File: src/hw/rtl/jsc_pkg.sv
// Package: constants, widths and result beat type shared by the JPEG stream carver files.
package jsc_pkg;

  // Marker byte values
  localparam logic [7:0] BYTE_FF  = 8'hff;
  localparam logic [7:0] BYTE_SOI = 8'hd8;
  localparam logic [7:0] BYTE_EOI = 8'hd9;
  localparam logic [7:0] BYTE_APP0 = 8'he0;
  localparam logic [7:0] BYTE_APP1 = 8'he1;

  // Nesting depth saturates at this value
  localparam int NEST_LIMIT = 255;
  localparam int NEST_W     = $clog2(NEST_LIMIT + 1);

  // Up to four result beats per input beat
  localparam int MAX_RESULTS = 4;
  localparam int CNT_W       = $clog2(MAX_RESULTS + 1);
  localparam int IDX_W       = $clog2(MAX_RESULTS);

  localparam int OFFSET_W = 32;

  typedef struct packed {
    logic [7:0] out_byte;
    logic       image_start;
    logic       image_end;
    logic       truncated;
    logic       last_of_run;
  } out_item_t;

  typedef struct packed {
    logic busy;
    logic last;
  } outq_status_t;

endpackage

File: src/hw/rtl/jsc_if.sv
// Interfaces: input byte channel, result channel and configuration write channel.
interface jsc_in_if;
  logic       valid;
  logic       ready;
  logic [7:0] in_byte;
  logic       stream_end;
  modport source (output valid, output in_byte, output stream_end, input ready);
  modport sink (input valid, input in_byte, input stream_end, output ready);
endinterface

interface jsc_out_if;
  logic       valid;
  logic       ready;
  logic [7:0] out_byte;
  logic       image_start;
  logic       image_end;
  logic       truncated;
  logic       last_of_run;
  modport source (output valid, output out_byte, output image_start, output image_end,
                  output truncated, output last_of_run, input ready);
  modport sink (input valid, input out_byte, input image_start, input image_end,
                input truncated, input last_of_run, output ready);
endinterface

interface jsc_cfg_if;
  logic        valid;
  logic        ready;
  logic [31:0] start_offset;
  modport source (output valid, output start_offset, input ready);
  modport sink (input valid, input start_offset, output ready);
endinterface

File: src/hw/rtl/jsc_outq.sv
// Result buffer: holds one input byte's beats and hands them out one a cycle while ready.
module jsc_outq
  import jsc_pkg::*;
(
  input  logic              clk_i,
  input  logic              rst_ni,
  input  logic              load_i,
  input  logic [CNT_W-1:0]  count_i,
  input  out_item_t         items_i [MAX_RESULTS],
  output outq_status_t      status_o,
  jsc_out_if.source         out_o
);

  out_item_t        items_q [MAX_RESULTS];
  logic [CNT_W-1:0] count_q;
  logic [IDX_W-1:0] rd_q;
  logic             pop;
  out_item_t        head;

  assign head            = items_q[rd_q];
  assign status_o.busy   = (count_q != '0);
  assign status_o.last   = (rd_q == IDX_W'(count_q - CNT_W'(1)));
  assign pop             = out_o.valid && out_o.ready;

  assign out_o.valid       = status_o.busy;
  assign out_o.out_byte    = head.out_byte;
  assign out_o.image_start = head.image_start;
  assign out_o.image_end   = head.image_end;
  assign out_o.truncated   = head.truncated;
  assign out_o.last_of_run = head.last_of_run;

  // Advance the read index, drop the bundle after its last beat
  always_ff @(posedge clk_i or negedge rst_ni) begin
    if (!rst_ni) begin
      count_q <= '0;
      rd_q    <= '0;
    end else if (load_i) begin
      count_q <= count_i;
      rd_q    <= '0;
    end else if (pop) begin
      if (status_o.last) begin
        count_q <= '0;
      end else begin
        rd_q <= rd_q + IDX_W'(1);
      end
    end
  end

  // Hold the payload of the current bundle
  always_ff @(posedge clk_i) begin
    if (load_i) begin
      items_q <= items_i;
    end
  end

endmodule

File: src/hw/rtl/jpeg_stream_carver.sv
// Top level: carves JPEG images out of a raw byte stream.
// One input byte is taken per cycle while the result buffer is empty or hands out its
// last beat. Each byte causes zero, one, two or four result beats; they leave from a
// result buffer at one beat per cycle while the output is ready, and the next byte is
// taken in the cycle the last of them leaves. Bytes that cause no beat or one beat
// stream at one per cycle while the output is ready. The first start_offset bytes of
// each stream are skipped; after a byte marked stream_end all scan state returns to
// reset. The offset is written over the cfg channel, which is always ready.
module jpeg_stream_carver
  import jsc_pkg::*;
(
  input  logic       clk_i,
  input  logic       rst_ni,
  jsc_cfg_if.sink    cfg_i,
  jsc_in_if.sink     in_i,
  jsc_out_if.source  out_o
);

  typedef enum logic [1:0] {
    SCAN_FF1,
    SCAN_SOI,
    SCAN_FF2,
    SCAN_APP
  } scan_stage_e;

  logic [OFFSET_W-1:0] offset_q;
  scan_stage_e         scan_q, scan_d;
  logic                in_image_q, in_image_d;
  logic                pend_q, pend_d;
  logic [NEST_W-1:0]   depth_q, depth_d;
  logic [OFFSET_W-1:0] pos_q, pos_d;

  out_item_t           items [MAX_RESULTS];
  logic [CNT_W-1:0]    count;
  logic                closed;
  logic                in_acc;
  outq_status_t        qstat;

  // Take a new byte when the buffer is empty or hands out its last beat now
  assign in_i.ready = !qstat.busy || (out_o.ready && qstat.last);
  assign in_acc     = in_i.valid && in_i.ready;
  assign cfg_i.ready = 1'b1;

  // Work out the beats and next scan state for the byte on the input
  always_comb begin
    scan_d     = scan_q;
    in_image_d = in_image_q;
    pend_d     = pend_q;
    depth_d    = depth_q;
    pos_d      = pos_q;
    count      = '0;
    closed     = 1'b0;
    for (int k = 0; k < MAX_RESULTS; k++) begin
      items[k] = '0;
    end

    if (pos_q < offset_q) begin
      pos_d = pos_q + OFFSET_W'(1);
    end else if (!in_image_q) begin
      unique case (scan_q)
        SCAN_FF1: scan_d = (in_i.in_byte == BYTE_FF)  ? SCAN_SOI : SCAN_FF1;
        SCAN_SOI: scan_d = (in_i.in_byte == BYTE_SOI) ? SCAN_FF2 : SCAN_FF1;
        SCAN_FF2: scan_d = (in_i.in_byte == BYTE_FF)  ? SCAN_APP : SCAN_FF1;
        SCAN_APP: begin
          scan_d = SCAN_FF1;
          if (in_i.in_byte == BYTE_APP0 || in_i.in_byte == BYTE_APP1) begin
            items[0].out_byte    = BYTE_FF;
            items[0].image_start = 1'b1;
            items[1].out_byte    = BYTE_SOI;
            items[2].out_byte    = BYTE_FF;
            items[3].out_byte    = in_i.in_byte;
            count      = CNT_W'(4);
            in_image_d = 1'b1;
            pend_d     = 1'b0;
            depth_d    = NEST_W'(1);
          end
        end
        default: scan_d = SCAN_FF1;
      endcase
    end else if (!pend_q) begin
      if (in_i.in_byte == BYTE_FF) begin
        pend_d = 1'b1;
        if (in_i.stream_end) begin
          items[0].out_byte = BYTE_FF;
          count = CNT_W'(1);
        end
      end else begin
        items[0].out_byte = in_i.in_byte;
        count = CNT_W'(1);
      end
    end else begin
      pend_d = 1'b0;
      items[0].out_byte = BYTE_FF;
      items[1].out_byte = in_i.in_byte;
      count = CNT_W'(2);
      if (in_i.in_byte == BYTE_SOI) begin
        if (depth_q < NEST_W'(NEST_LIMIT)) begin
          depth_d = depth_q + NEST_W'(1);
        end
      end else if (in_i.in_byte == BYTE_EOI) begin
        if (depth_q > NEST_W'(1)) begin
          depth_d = depth_q - NEST_W'(1);
        end else begin
          depth_d            = '0;
          items[1].image_end = 1'b1;
          in_image_d         = 1'b0;
          closed             = 1'b1;
        end
      end
    end

    // Flag truncation and last beat of the run
    for (int k = 0; k < MAX_RESULTS; k++) begin
      if (count == CNT_W'(k + 1)) begin
        items[k].last_of_run = 1'b1;
        if (in_i.stream_end && in_image_d && !closed) begin
          items[k].image_end = 1'b1;
          items[k].truncated = 1'b1;
        end
      end
    end

    // Return to reset at the end of a stream
    if (in_i.stream_end) begin
      scan_d     = SCAN_FF1;
      in_image_d = 1'b0;
      pend_d     = 1'b0;
      depth_d    = '0;
      pos_d      = '0;
    end
  end

  // Hold scan state and the offset register
  always_ff @(posedge clk_i or negedge rst_ni) begin
    if (!rst_ni) begin
      offset_q   <= '0;
      scan_q     <= SCAN_FF1;
      in_image_q <= 1'b0;
      pend_q     <= 1'b0;
      depth_q    <= '0;
      pos_q      <= '0;
    end else begin
      if (cfg_i.valid) begin
        offset_q <= cfg_i.start_offset;
      end
      if (in_acc) begin
        scan_q     <= scan_d;
        in_image_q <= in_image_d;
        pend_q     <= pend_d;
        depth_q    <= depth_d;
        pos_q      <= pos_d;
      end
    end
  end

  jsc_outq u_outq (
    .clk_i    (clk_i),
    .rst_ni   (rst_ni),
    .load_i   (in_acc),
    .count_i  (count),
    .items_i  (items),
    .status_o (qstat),
    .out_o    (out_o)
  );

  // Depth is non-zero exactly while an image is open
  a_depth_image: assert property (@(posedge clk_i) disable iff (!rst_ni)
    in_image_q == (depth_q != '0))
    else $error("nesting depth disagrees with image state");

  // A pending marker and header scanning only make sense in their own mode
  a_pend_image: assert property (@(posedge clk_i) disable iff (!rst_ni)
    (pend_q |-> in_image_q) and (scan_q != SCAN_FF1 |-> !in_image_q))
    else $error("marker or scan state outside its mode");

  // An image start beat is the header FF and never closes a run
  a_start_beat: assert property (@(posedge clk_i) disable iff (!rst_ni)
    (out_o.valid && out_o.image_start) |-> (out_o.out_byte == BYTE_FF && !out_o.last_of_run))
    else $error("bad image start beat");

  // A byte is taken only when the buffer is free or drains this cycle
  a_no_overrun: assert property (@(posedge clk_i) disable iff (!rst_ni)
    in_acc |-> (!qstat.busy || (out_o.valid && out_o.ready && out_o.last_of_run)))
    else $error("input accepted over undelivered beats");

endmodule

File: src/flat_wrapper.sv
// flat-port wrapper written by rule: the top's interface ports become plain ports
module jpeg_stream_carver_flat import jsc_pkg::*;
  (clk_i, rst_ni, cfg_i_valid, cfg_i_start_offset, cfg_i_ready, in_i_valid, in_i_in_byte, in_i_stream_end, in_i_ready, out_o_valid, out_o_out_byte, out_o_image_start, out_o_image_end, out_o_truncated, out_o_last_of_run, out_o_ready);
  jsc_cfg_if cfg_i_i ();
  jsc_in_if in_i_i ();
  jsc_out_if out_o_i ();
  input  logic clk_i;
  input  logic rst_ni;
  input wire logic [$bits(cfg_i_i.valid)-1:0] cfg_i_valid;
  input wire logic [$bits(cfg_i_i.start_offset)-1:0] cfg_i_start_offset;
  output wire logic [$bits(cfg_i_i.ready)-1:0] cfg_i_ready;
  input wire logic [$bits(in_i_i.valid)-1:0] in_i_valid;
  input wire logic [$bits(in_i_i.in_byte)-1:0] in_i_in_byte;
  input wire logic [$bits(in_i_i.stream_end)-1:0] in_i_stream_end;
  output wire logic [$bits(in_i_i.ready)-1:0] in_i_ready;
  output wire logic [$bits(out_o_i.valid)-1:0] out_o_valid;
  output wire logic [$bits(out_o_i.out_byte)-1:0] out_o_out_byte;
  output wire logic [$bits(out_o_i.image_start)-1:0] out_o_image_start;
  output wire logic [$bits(out_o_i.image_end)-1:0] out_o_image_end;
  output wire logic [$bits(out_o_i.truncated)-1:0] out_o_truncated;
  output wire logic [$bits(out_o_i.last_of_run)-1:0] out_o_last_of_run;
  input wire logic [$bits(out_o_i.ready)-1:0] out_o_ready;
  assign cfg_i_i.valid = cfg_i_valid;
  assign cfg_i_i.start_offset = cfg_i_start_offset;
  assign cfg_i_ready = cfg_i_i.ready;
  assign in_i_i.valid = in_i_valid;
  assign in_i_i.in_byte = in_i_in_byte;
  assign in_i_i.stream_end = in_i_stream_end;
  assign in_i_ready = in_i_i.ready;
  assign out_o_valid = out_o_i.valid;
  assign out_o_out_byte = out_o_i.out_byte;
  assign out_o_image_start = out_o_i.image_start;
  assign out_o_image_end = out_o_i.image_end;
  assign out_o_truncated = out_o_i.truncated;
  assign out_o_last_of_run = out_o_i.last_of_run;
  assign out_o_i.ready = out_o_ready;
  jpeg_stream_carver u_core (.clk_i(clk_i), .rst_ni(rst_ni), .cfg_i(cfg_i_i), .in_i(in_i_i), .out_o(out_o_i));
endmodule
File: config.mk
export PLATFORM = sky130hd
export DESIGN_NAME = jpeg_stream_carver_flat
export DESIGN_NICKNAME = d
export VERILOG_FILES = /design/src/hw/rtl/jsc_pkg.sv /design/src/hw/rtl/jsc_if.sv /design/src/hw/rtl/jsc_outq.sv /design/src/hw/rtl/jpeg_stream_carver.sv /design/src/flat_wrapper.sv
export SDC_FILE = /design/constraint.sdc
export NUM_CORES = 1
export LEC_CHECK = 0
export BUFFER_PORTS_ARGS = -buffer_cell sky130_fd_sc_hd__buf_4
export CAP_MARGIN = 10
export CORE_ASPECT_RATIO = 0.9
export CORE_UTILIZATION = 35
export DETAILED_ROUTE_END_ITERATION = 16
export GPL_TIMING_DRIVEN = 0
export PLACE_DENSITY = 0.64
export SLEW_MARGIN = 20
export SYNTH_ARGS = -nofsm -noshare
export SYNTH_HDL_FRONTEND = slang
export SYNTH_HIERARCHICAL = 1
export SYNTH_SLANG_ARGS = --single-unit
File: constraint.sdc
create_clock -name clk_i -period 4 [get_ports clk_i]
set_input_delay 0.6 -clock clk_i [delete_from_list [all_inputs] [get_ports clk_i]]
set_output_delay 0.6 -clock clk_i [all_outputs]
set_load 0.05 [all_outputs]
== Yosys cells after proc, flatten, opt, wreduce, memory -nomap -nowiden ==
Cells that the tools add are included.
Cells by class
  equality and inequality tests: 19
  mux-type cells: 74
  reductions and logical operators: 24
  add/sub/neg operators: 5
  magnitude comparators: 4
  bitwise logic cells: 3
Operators with widths (count)
  $mux 8: 19
  $mux 32: 2
  $eq 8x8->1 const B: 5
  $add 32x1->32 const B: 1
  $lt 32x32->1: 1
  $mux 1: 28
  $bmux 12 s2: 1
  $mux 12: 2
  $mux 3: 8
  $mux 2: 11
  $mux 9: 2
  $reduce_bool 3->1: 3
  $add 8x1->8 const B: 1
  $gt 8x1->1 const B: 1
  $lt 8x8->1 const B: 1
  $ne 4x4->1 const B: 2
  $pmux 2 s4: 1
  $sub 8x1->8 const B: 1
  $reduce_and 7->1: 1
  $eq 3x2->1 const B: 2
  $reduce_and 2->1: 3
  $reduce_bool 2->1: 3
  $logic_and 1x1->1: 5
  $eq 2x2->1 const B: 2
  other kinds (19): 23
Storage, ports and cells
  word-level logic and storage cells: 154
  flip-flop bits (word level): 126
  input bits: 46
  output and inout bits: 15

== Longest topological paths before layout ==
Gate-level depths: netlist of the first run.
  word-level depth: 11
  depth in mapped cells: 12
  gate-level depth less buffers: 12

== Modules after synthesis ==
The synthesis of the first run kept the hierarchy.
Modules (own cells, without submodules)
  jpeg_stream_carver: area an instance 5078.6 um2, instances 1, seq. area each 1901.8 um2, cells an instance 611
  jsc_outq: area an instance 2053.2 um2, instances 1, seq. area each 1566.5 um2, cells an instance 96

== Worst setup path before layout of the first run ==
No wires, ideal clock.
  path kind: reg-to-reg
  start: reg u_core.u_outq.count_q[0]
  end: reg u_core.u_outq.rd_q[0]
  library setup time: 128 ps
  data required time: 3872 ps
  buffers on the path: 3
  cell stages (with the launch flop): 13
  arrival: 4260 ps
  period minus slack after synthesis: 4388 ps
  path slack: -388 ps
  cells stage by stage: dfrtp_1 -> inv_1 -> ha_1 -> nor2b_1 -> inv_1 -> buf_4 -> nand2_1 -> nand2_1 -> clkinv_1 -> clkbuf_1 -> buf_1 -> nor2b_1 -> mux2_1
Between the ends
  elaborated cells between the ends (all ways): 12
  those cells by class: add/sub: 1; eq/ne: 2; mux: 1; reduce/logical: 8
RTL lines
  from (decl): RTL line jsc_outq.sv:15  | logic [CNT_W-1:0] count_q;
  from (signal assigned): RTL line jsc_outq.sv:38  | count_q <= count_i;
  $reduce_bool 3->1 (*): RTL line jsc_outq.sv:21  | assign status_o.busy = (count_q != '0);
  net out_o_valid: RTL line flat_wrapper.sv:16  | output wire logic [$bits(out_o_i.valid)-1:0] out_o_valid;
  $logic_not 1->1 (*): RTL line jpeg_stream_carver.sv:40  | assign in_i.ready = !qstat.busy || (out_o.ready && qstat.last);
  $logic_or 1x1->1 (*): RTL line jpeg_stream_carver.sv:40
  net in_i_ready: RTL line flat_wrapper.sv:15  | output wire logic [$bits(in_i_i.ready)-1:0] in_i_ready;
  $logic_and 1x1->1 (*): RTL line jpeg_stream_carver.sv:41  | assign in_acc = in_i.valid && in_i.ready;
  net u_core.in_acc: RTL line jpeg_stream_carver.sv:36  | logic in_acc;
  $ne 2x1->1 (no line) or $reduce_bool 2->1 (tied branches)
  $reduce_and 2->1 (no line)
  to (signal assigned): RTL line jsc_outq.sv:44  | rd_q <= rd_q + IDX_W'(1);
  to (decl): RTL line jsc_outq.sv:16  | logic [IDX_W-1:0] rd_q;
Mark *: on every way through the listed nets, which the timed path passes. The rest lies on a longest branch.
A chain may end at the register's enable or synchronous reset.

==> results of run 1 <==
## synthesized netlist by cell type (5+ instances only)
master     n  area (µm²)
nand2_1   88       330.3
nor2b_1    5       31.28
nor4_1    12       75.07
dfrtp_1   81        2027
or3_1      6       37.54
a31oi_1    5       31.28
nor2_1    35       131.4
a21oi_1   33       165.2
xnor2_1    7       61.31
nand2b_1   7       43.79
buf_4      7       52.55
o311ai_0   6       52.55
inv_1     52       195.2
ha_1      36       450.4
nor3_1    14       70.07
o41ai_1    5       43.79
o211ai_1   8       60.06
and2_1    10       62.56
a311o_1    5       50.05
o21ai_0   49       245.2
edfxtp_1  48        1441
nand4_1   30       187.7
mux4_2    12       270.3
and3_1    13       81.33
clkbuf_1  25       93.84
and4_1     8       70.07
nand3_1   25       125.1
## state kept, by name (all words and copies together) (netlist names)
| signal | count |
|---|---|
| u_core/offset_q | 32 |
| u_core/u_outq/rd_q | 2 |
| u_core/pos_q | 32 |
| u_core/u_outq/count_q | 3 |
| u_core/in_image_q | 1 |
| u_core/pend_q | 1 |
| u_core/scan_q | 2 |
| u_core/u_outq/items_q | 48 |
| u_core/depth_q | 8 |
## cell families (layout without fill, tap and decap cells)
group / Yosys count / after routing / synth area share (%)
AND/OR/NAND/NOR: 272 / 272 / 19.97
multiplexers: 18 / 18 / 4.667
buffers and inverters: 92 / 182 / 5.386
adder cells (fa/ha/maj): 36 / 36 / 6.316
AO/OA/AOI/OAI: 149 / 149 / 13.61
XOR/XNOR: 9 / 9 / 1.316
flip-flops: 129 / 129 / 48.63
other: 2 / 12 / 0.1053
## power by group
part / switching (W) / internal (W) / leakage [nW] / total, W
Clock: 0.000594 / 0.000976 / 0.290 / 0.00157
Sequential: 0.0000668 / 0.00145 / 1.55 / 0.00152
Combinational: 0.000260 / 0.000158 / 1.84 / 0.000418
Total: 0.000921 / 0.00259 / 3.68 / 0.00351
## metrics by stage
stage	instance area, µm²	setup slack (ps)	hold slack [ps]	utilization (%)	std cells
after global routing	8529	131.8	301.1	42.68	1061
after detailed placement	7924	322.7	526.1	39.65	1029
final	8532	437.7	211.9	42.69	1062
after floorplan	7167	396.1	304.4	-	716
after global placement	7921	131.0	513.2	39.63	1029
after CTS	8518	286.6	367.4	42.62	1061
## layout make-up
type / count / area (µm²)
tap: 255 / 319.1
clock buffer: 18 / 429.2
sequential: 129 / 3468
fill: 1908 / 11450
buffer: 38 / 185.2
timing repair buffer: 58 / 439.2
inverter: 54 / 202.7
clock inverter: 14 / 165.2
antenna: 1 / 2.502
multi-input combinational: 495 / 3321
## critical path, cell delays in order (launching register included)
cell and delay (ps):
dfrtp_1 380, inv_1 70, ha_1 320, xor2_2 180, and2_1 160, nand2_1 50, nand2_1 60, nand2_1 340
clkinv_1 440, nand2_1 500, clkbuf_1 540, o311ai_0 270, o41ai_1 110
## routing by layer
layer	wire (µm)	vias up	share of wire, %
met2	7951	170	45
met3	1061	30	6.0
met4	277	0	1.6
met5	0	-	0
li1	-	2778	-
met1	8447	2818	48
## what timing repair did
action,4_1_cts,5_1_grt
endpoints found under the setup margin,0,10
hold endpoints to repair,0,0
resized for setup,0,1
hold buffers,0,0
## path summary, 6_finish.rpt
path	from	to	cells past startpoint
max in group asynchronous	rst_ni	u_core/u_outq/count_q[0]$_DFFE_PN0P_	1
worst max-delay path	u_core/u_outq/count_q[0]$_DFFE_PN0P_	u_core/pos_q[16]$_DFFE_PN0P_	12
worst min-delay path	rst_ni	u_core/offset_q[20]$_DFFE_PN0P_	1
worst max register to register	u_core/u_outq/count_q[0]$_DFFE_PN0P_	u_core/pos_q[16]$_DFFE_PN0P_	12
worst min register to register	u_core/offset_q[16]$_DFFE_PN0P_	u_core/offset_q[16]$_DFFE_PN0P_	2
min in group clk_i	cfg_i_start_offset[2]	u_core/offset_q[2]$_DFFE_PN0P_	3
==> impl_metrics.py, run 1 <==
metrics = {
    "run_status": {
        "status": "complete, but fails checks",
        "violations": "DRC",
    },
    "clocking": {
        "clock_latency_ps": 420,
        "clk_pin_slew_ps": 60,
        "cts_buffers": 17,
        "numClockSinks": 129,
        "htree_num_levels": 4,
        "cts_root_buf": "clkbuf_16",
        "clockBufferDepth": 2,
        "cts_tree": "yes",
        "postCtsSetupBuffers": 0,
    },
    "yosys": {
        "synth_flop_cell": "dfrtp_1",
        "syn-instance-count": 707,
        "ys_seq_elements": 129,
        "syn-cell-area_mm2": 0.007132,
        "synth_edf_count": 48,
        "synth_warnings": 6,
        "synthArstFlopShare_pct": 62.79,
        "yosysUniqueCellTypes": 68,
        "seq_area_frac_synth_pct": 48.63,
        "syn-mean-instance-area_um2": 10.09,
    },
    "global_routing": {
        "met1_usage_pct": 23.71,
        "track_usage_pct": 17.79,
        "grt_pass1_wl_um": 28890,
        "grt_pass1_vias": 5557,
        "top_usage_layer": "met2",
        "grt_use_met2_pct": 28.11,
        "grt_max_degree": 82,
        "met3_usage_pct": 4.624,
        "grt-ovfl-total": 0,
        "antenna_found_initial": 1,
    },
    "setup_path": {
        "crit_fanout": 10,
        "r2r_slack_ps": 440,
        "endpoint_kind": "flip-flop",
        "crit_path_start_kind": "flip-flop",
        "required_ps": 4310,
        "arrival_ps": 3880,
        "path_class": "reg2reg",
    },
    "drt": {
        "drt_wl_total_um": 17740,
        "drt_iter0_drc": 486,
        "ant_nets": 0,
        "vias": 5796,
        "dr.pass1.iters": 13,
        "via_per_inst": 5.458,
        "drcViolationCount": 4,
        "wl_per_cell_um": 16.70,
    },
    "sta": {
        "maxSlewHeadroom_pct": 45.98,
        "fin_crit_ps": 3562,
        "post-route-period-util_pct": 89.06,
        "rsz0062_at_grt": "no",
        "tightest_slew_ps": 810.3,
        "finalClockSkew_ps": 6.826,
        "tns_ps": 0,
        "drv_slew": 0,
        "max_freq_mhz": 280.7,
        "hold_viol_final": 0,
        "finalSetupViolations": 0,
    },
    "die": {
        "initial_core_util_pct": 35.68,
        "placeableCoreArea_mm2": 0.01999,
        "rows": 49,
        "dieArea_mm2": 0.02095,
        "io_pins": 61,
        "die_h_um": 137.4,
        "fp.dieW_um": 152.5,
    },
    "power": {
        "leakagePower_nw": 3.679,
        "totalPowerFinal_w": 0.003509,
        "ir_worst_vdd_mv": 0.2615,
        "p_per_area_mw_per_mm2": 411.3,
    },
    "hold_path": {
        "min_path_type": "in2async",
    },
    "final_layout": {
        "layout-drive-gt1-share_pct": 16.13,
        "final_common_cell": "nand2_1",
        "fin_nets": 875,
        "layout_common_cells": "nand2_1 (88), dfrtp_1 (81), buf_4 (64)",
        "area_delta_synth_final_pct": 19.63,
    },
    "flow_run": {
        "maxCapViolations": 0,
    },
    "placed_design": {
        "io_buffers": 58,
        "hpwl_um": 12090,
        "gp_congestion": 0.8306,
    },
}
(Power assumes the default switching activity.)
==> inputs of run 2 (changes only) <==
CELL_PAD_IN_SITES_DETAIL_PLACEMENT = 0   (was default)
CELL_PAD_IN_SITES_GLOBAL_PLACEMENT = 1   (was default)
PLACE_DENSITY = 0.76   (was 0.64)
SLEW_MARGIN = 30   (was 20)
==> run 2 against run 1 <==
Compared with the run above: the flow now finishes without violations; largest cell class unchanged; hold slack improved by 16 ps; register-to-register slack got worse by 20 ps; die area did not move; largest power group unchanged; final cell count barely moved.
==> impl_metrics.py, run 2 (synthesis gave the netlist of run 1 again) <==
metrics = {
    "final_layout": {
        "reg.largest.list": "u_core/u_outq/items_q: 48 flops, u_core/offset_q: 32 flops, u_core/pos_q: 32 flops",
        "layout_common_cells": "nand2_1 (88), dfrtp_1 (81), buf_4 (64)",
        "layout-drive-gt1-share_pct": 16.25,
        "final_common_cell": "nand2_1",
        "regMostFlops": "u_core/u_outq/items_q",
        "fin_nets": 875,
        "largest_register_ffs": 48,
        "area_delta_synth_final_pct": 20.16,
        "final_core_utilization_pct": 42.88,
        "stdcell_count": 1061,
        "antenna_cells": 0,
    },
    "setup_path": {
        "path_class": "reg2reg",
        "endpoint_kind": "flip-flop",
        "crit_fanout": 58,
        "cp-startpoint": "u_core/u_outq/count_q[0]$_DFFE_PN0P_",
        "r2r-start": "u_core/u_outq/count_q[0]$_DFFE_PN0P_",
        "required_ps": 4310,
        "crit_path_start_kind": "flip-flop",
        "arrival_ps": 3890,
    },
    "drt": {
        "wl_per_cell_um": 16.97,
        "ant_nets": 0,
        "vias": 5715,
        "via_per_inst": 5.386,
        "dr.pass1.iters": 7,
        "drcViolationCount": 0,
        "drt_wl_total_um": 18000,
        "drt_iter0_drc": 574,
    },
    "sta": {
        "hold_viol_final": 0,
        "drv_slew": 0,
        "rsz0062_at_grt": "no",
        "tns_ps": 0,
        "fin_crit_ps": 3586,
        "finalSetupViolations": 0,
        "post-route-period-util_pct": 89.65,
        "tightest_slew_ps": 805.9,
        "max_freq_mhz": 278.8,
        "finalClockSkew_ps": 6.910,
        "maxSlewHeadroom_pct": 46.27,
    },
    "die": {
        "io_pins": 61,
        "fp.dieW_um": 152.5,
        "dieArea_mm2": 0.02095,
        "rows": 49,
        "initial_core_util_pct": 35.68,
        "die_h_um": 137.4,
        "placeableCoreArea_mm2": 0.01999,
    },
    "power": {
        "ir_worst_vdd_mv": 0.2659,
        "p_per_area_mw_per_mm2": 421.4,
        "leakagePower_nw": 3.689,
        "totalPowerFinal_w": 0.003612,
    },
    "clocking": {
        "cts_root_buf": "clkbuf_16",
        "clock_latency_ps": 420,
        "cts_tree": "yes",
        "htree_num_levels": 4,
        "cts_buffers": 17,
        "numClockSinks": 129,
        "cts_hold_buf": 0,
        "postCtsSetupBuffers": 0,
        "clk_pin_slew_ps": 60,
        "clockBufferDepth": 2,
    },
    "global_routing": {
        "grt_max_degree": 82,
        "grt_pass1_wl_um": 29120,
        "track_usage_pct": 17.96,
        "antenna_found_initial": 0,
        "grt-ovfl-total": 0,
        "grt_pass1_vias": 5385,
    },
    "hold_path": {
        "min_path_type": "in2async",
    },
    "run_status": {
        "status": "finished clean",
    },
    "placed_design": {
        "io_buffers": 58,
        "gp_congestion": 0.8094,
        "dp_cells": 1029,
        "hpwl_um": 12340,
    },
    "flow_run": {
        "maxCapViolations": 0,
    },
}
==> run 2: cell types whose count changed in the layout (fill, tap and decap cells not counted) <==
cell	change
inv_6	+2
bufinv_16	+1
clkbuf_1	-1
clkinvlp_4	+1
clkinv_2	-4
diode_2	-1
clkinv_4	+1
==> run 2: final cells by class <==
| cell class | count | area, µm² |
|---|---|---|
| multi-input cells | 495 | 3321 |
| well taps | 255 | 319.1 |
| flip-flops and latches | 129 | 3468 |
| clock buffers | 17 | 425.4 |
| plain buffers | 38 | 185.2 |
| repair buffers | 58 | 439.2 |
| fillers | 1929 | 11420 |
| inverters | 54 | 202.7 |
| clock inverters | 15 | 209.0 |
==> run 2: timing repair <==
| item | CTS | global route |
|---|---|---|
| gates resized for setup | 0 | 1 |
| hold endpoints to repair | 0 | 0 |
| endpoints found under the setup margin | 0 | 9 |
==> run 2: worst paths after layout <==
kind,to,depth (start not counted),slack [ps]
max in group asynchronous,u_core/u_outq/count_q[0]$_DFFE_PN0P_,1,3230
setup / recovery,u_core/u_outq/rd_q[0]$_DFFE_PN0P_,12,410
hold reg to reg,u_core/depth_q[7]$_DFFE_PN0P_,1,540
setup reg to reg,u_core/u_outq/rd_q[0]$_DFFE_PN0P_,12,410
hold / removal,u_core/offset_q[17]$_DFFE_PN0P_,1,230
min in group clk_i,u_core/offset_q[16]$_DFFE_PN0P_,3,380
==> run 2: critical path, stage by stage, from the launching register on <==
cell and delay, ps:
dfrtp_1 380, inv_1 70, ha_1 330, xor2_2 210, and2_1 160, nand2_1 40, nand2_1 80, nand2_1 290
clkinv_1 340, clkbuf_4 710, buf_1 410, nor2_1 90, mux2_1 300
==> run 2: where the power goes <==
part           switching [W]  internal (W)
Combinational       0.000256      0.000158
Sequential         0.0000667       0.00145
Clock               0.000628       0.00105
==> run 2: through the flow <==
step	setup slack [ps]	area, µm²	hold slack, ps
after floorplan	396.1	7167	304.4
after global placement	88.29	7921	512.4
after detailed placement	311.1	7933	526.2
after CTS	281.1	8567	265.2
after global routing	141.6	8569	291.0
final	413.8	8569	227.6
==> run 2: layer usage <==
metal	global-route usage [%]	wire (µm)	vias up
li1	-	-	2780
met1	24.88	8821	2756
met2	28.19	8059	162
met3	3.680	898	17
met4	5.892	221	0
met5	0	0	-
==> inputs of run 3 (changes only) <==
CORE_UTILIZATION = 43   (was 35)
PLACE_DENSITY = 0.88   (was 0.76)
==> run 3 against run 2 <==
Compared with the run above: final cell count down 4.5%; die area down 18%; critical path depth down 4; critical endpoint is now u_core/u_outq/items_q[22]$_DFFE_PP_; critical path type unchanged; final area down 1.6%; wire length down 3.5%; sequential cell count unchanged.
==> impl_metrics.py, run 3 (synthesis gave the netlist of run 1 again) <==
metrics = {
    "placed_design": {
        "hpwl_um": 11930,
        "place_area_mm2": 0.007873,
        "io_buffers": 58,
        "place_ws_ps": 498.1,
        "gp_congestion": 0.8398,
    },
    "final_layout": {
        "design_area_mm2": 0.008431,
        "final_core_utilization_pct": 52.09,
        "regArea_mm2": 0.003468,
        "layout_common_cells": "nand2_1 (88), dfrtp_1 (81), buf_4 (64)",
        "fin_nets": 875,
        "antenna_cells": 0,
        "fill_cells": 1509,
        "reg.largest.list": "u_core/u_outq/items_q: 48 flops, u_core/offset_q: 32 flops, u_core/pos_q: 32 flops",
        "area_delta_synth_final_pct": 18.21,
        "multiInputGateArea_mm2": 0.003318,
        "regMostFlops": "u_core/u_outq/items_q",
        "layout-drive-gt1-share_pct": 15.76,
        "final_common_cell": "nand2_1",
        "largest_register_ffs": 48,
    },
    "clocking": {
        "clockBufferDepth": 2,
        "htree_num_levels": 4,
        "postCtsSetupBuffers": 0,
        "cts_buffers": 17,
        "cts_root_buf": "clkbuf_16",
        "cts_hold_buf": 0,
        "clock_latency_ps": 420,
        "numClockSinks": 129,
        "clk_pin_slew_ps": 60,
        "cts_repair_resize_count": 0,
        "cts_tree": "yes",
    },
    "sta": {
        "fin_crit_ps": 3600,
        "post-route-period-util_pct": 89.99,
        "layout_setup_ws_ps": 400.3,
        "drv_slew": 0,
        "tightest_slew_ps": 785.1,
        "rsz0062_at_grt": "no",
        "tns_ps": 0,
        "max_freq_mhz": 277.8,
        "finalClockSkew_ps": 10.72,
        "hold_ws_ps": 233.8,
        "hold_viol_final": 0,
        "maxSlewHeadroom_pct": 47.66,
        "finalSetupViolations": 0,
    },
    "setup_path": {
        "r2r-start": "u_core/pos_q[29]$_DFFE_PN0P_",
        "path_class": "reg2reg",
        "arrival_ps": 3710,
        "cp-startpoint": "u_core/pos_q[29]$_DFFE_PN0P_",
        "r2r_cells": 8,
        "crit_path_start_kind": "flip-flop",
        "crit_fanout": 10,
        "required_ps": 4110,
        "r2r_slack_ps": 400,
        "endpoint_kind": "flip-flop",
        "regToRegEndpoint": "u_core/u_outq/items_q[22]$_DFFE_PP_",
    },
    "global_routing": {
        "grt_pass1_wl_um": 28080,
        "grt-ovfl-total": 0,
        "grt_pass1_vias": 5435,
        "antenna_found_initial": 0,
        "grt_max_degree": 82,
        "track_usage_pct": 21.88,
    },
    "die": {
        "rows": 44,
        "fp.dieW_um": 137.8,
        "placeableCoreArea_mm2": 0.01619,
        "die_h_um": 124.2,
        "initial_core_util_pct": 44.06,
        "dieArea_mm2": 0.01711,
        "io_pins": 61,
    },
    "hold_path": {
        "min_path_type": "in2async",
    },
    "power": {
        "p_per_area_mw_per_mm2": 403.4,
        "leakagePower_nw": 3.653,
        "ir_worst_vdd_mv": 0.3041,
    },
    "drt": {
        "drt_wl_total_um": 17370,
        "vias": 5710,
        "drt_iter0_drc": 518,
        "drcViolationCount": 0,
        "dr.pass1.iters": 5,
        "wl_per_cell_um": 17.14,
        "via_per_inst": 5.637,
        "ant_nets": 0,
    },
    "flow_run": {
        "maxCapViolations": 0,
    },
    "run_status": {
        "status": "finished clean",
    },
}
## run 3: cell types whose count changed in the layout (fill, tap and decap cells not counted), sizes merged
cell	previous run	this run
bufinv	4	1
clkinv	7	9
inv	55	56
## run 3: layer usage
layer	track usage, %	wire [µm]	vias up
met5	0	0	-
met4	6.997	221	0
met3	4.518	1028	17
met2	33.92	7939	169
met1	30.66	8177	2757
li1	-	-	2767
## run 3: power breakdown
part	internal (W)	switching (W)
clock	0.000857	0.000608
combinational	0.000157	0.000254
sequential	0.00145	0.0000713
total	0.00247	0.000933
## run 3: worst max path at each step
stage	endpoint	slack, ps
after CTS	u_core/u_outq/rd_q[1]$_DFFE_PN0P_	430
after global routing	u_core/u_outq/rd_q[1]$_DFFE_PN0P_	120
final	u_core/u_outq/items_q[22]$_DFFE_PP_	400
after detailed placement	u_core/u_outq/rd_q[0]$_DFFE_PN0P_	500
after global placement	u_core/u_outq/rd_q[0]$_DFFE_PN0P_	190
after floorplan	u_core/u_outq/rd_q[0]$_DFFE_PN0P_	400
## run 3: metrics by stage
step           instances  power, W
2_1_floorplan        716  0.001792
3_3_place_gp         981  0.001943
3_5_place_dp         981  0.001955
4_1_cts             1013  0.003425
5_1_grt             1013  0.003549
6_report            1013  0.003401
## run 3: layout make-up
| type | instances | area share (%) |
|---|---|---|
| Tap cell | 207 | 3.072 |
| Multi-Input combinational cell | 495 | 39.36 |
| Timing Repair Buffer | 58 | 5.209 |
| Buffer | 38 | 2.197 |
| Clock buffer | 17 | 5.046 |
| Sequential cell | 129 | 41.14 |
| Inverter | 54 | 2.404 |
| Clock inverter | 15 | 1.573 |
## run 3: critical path: stages, from the launching register on
cell and delay [ps]:
dfrtp_1 450, ha_1 340, nand4_1 180, nor4_1 590, o41a_1 490, nor2_1 180
buf_2 250, buf_2 210, nor2_1 600
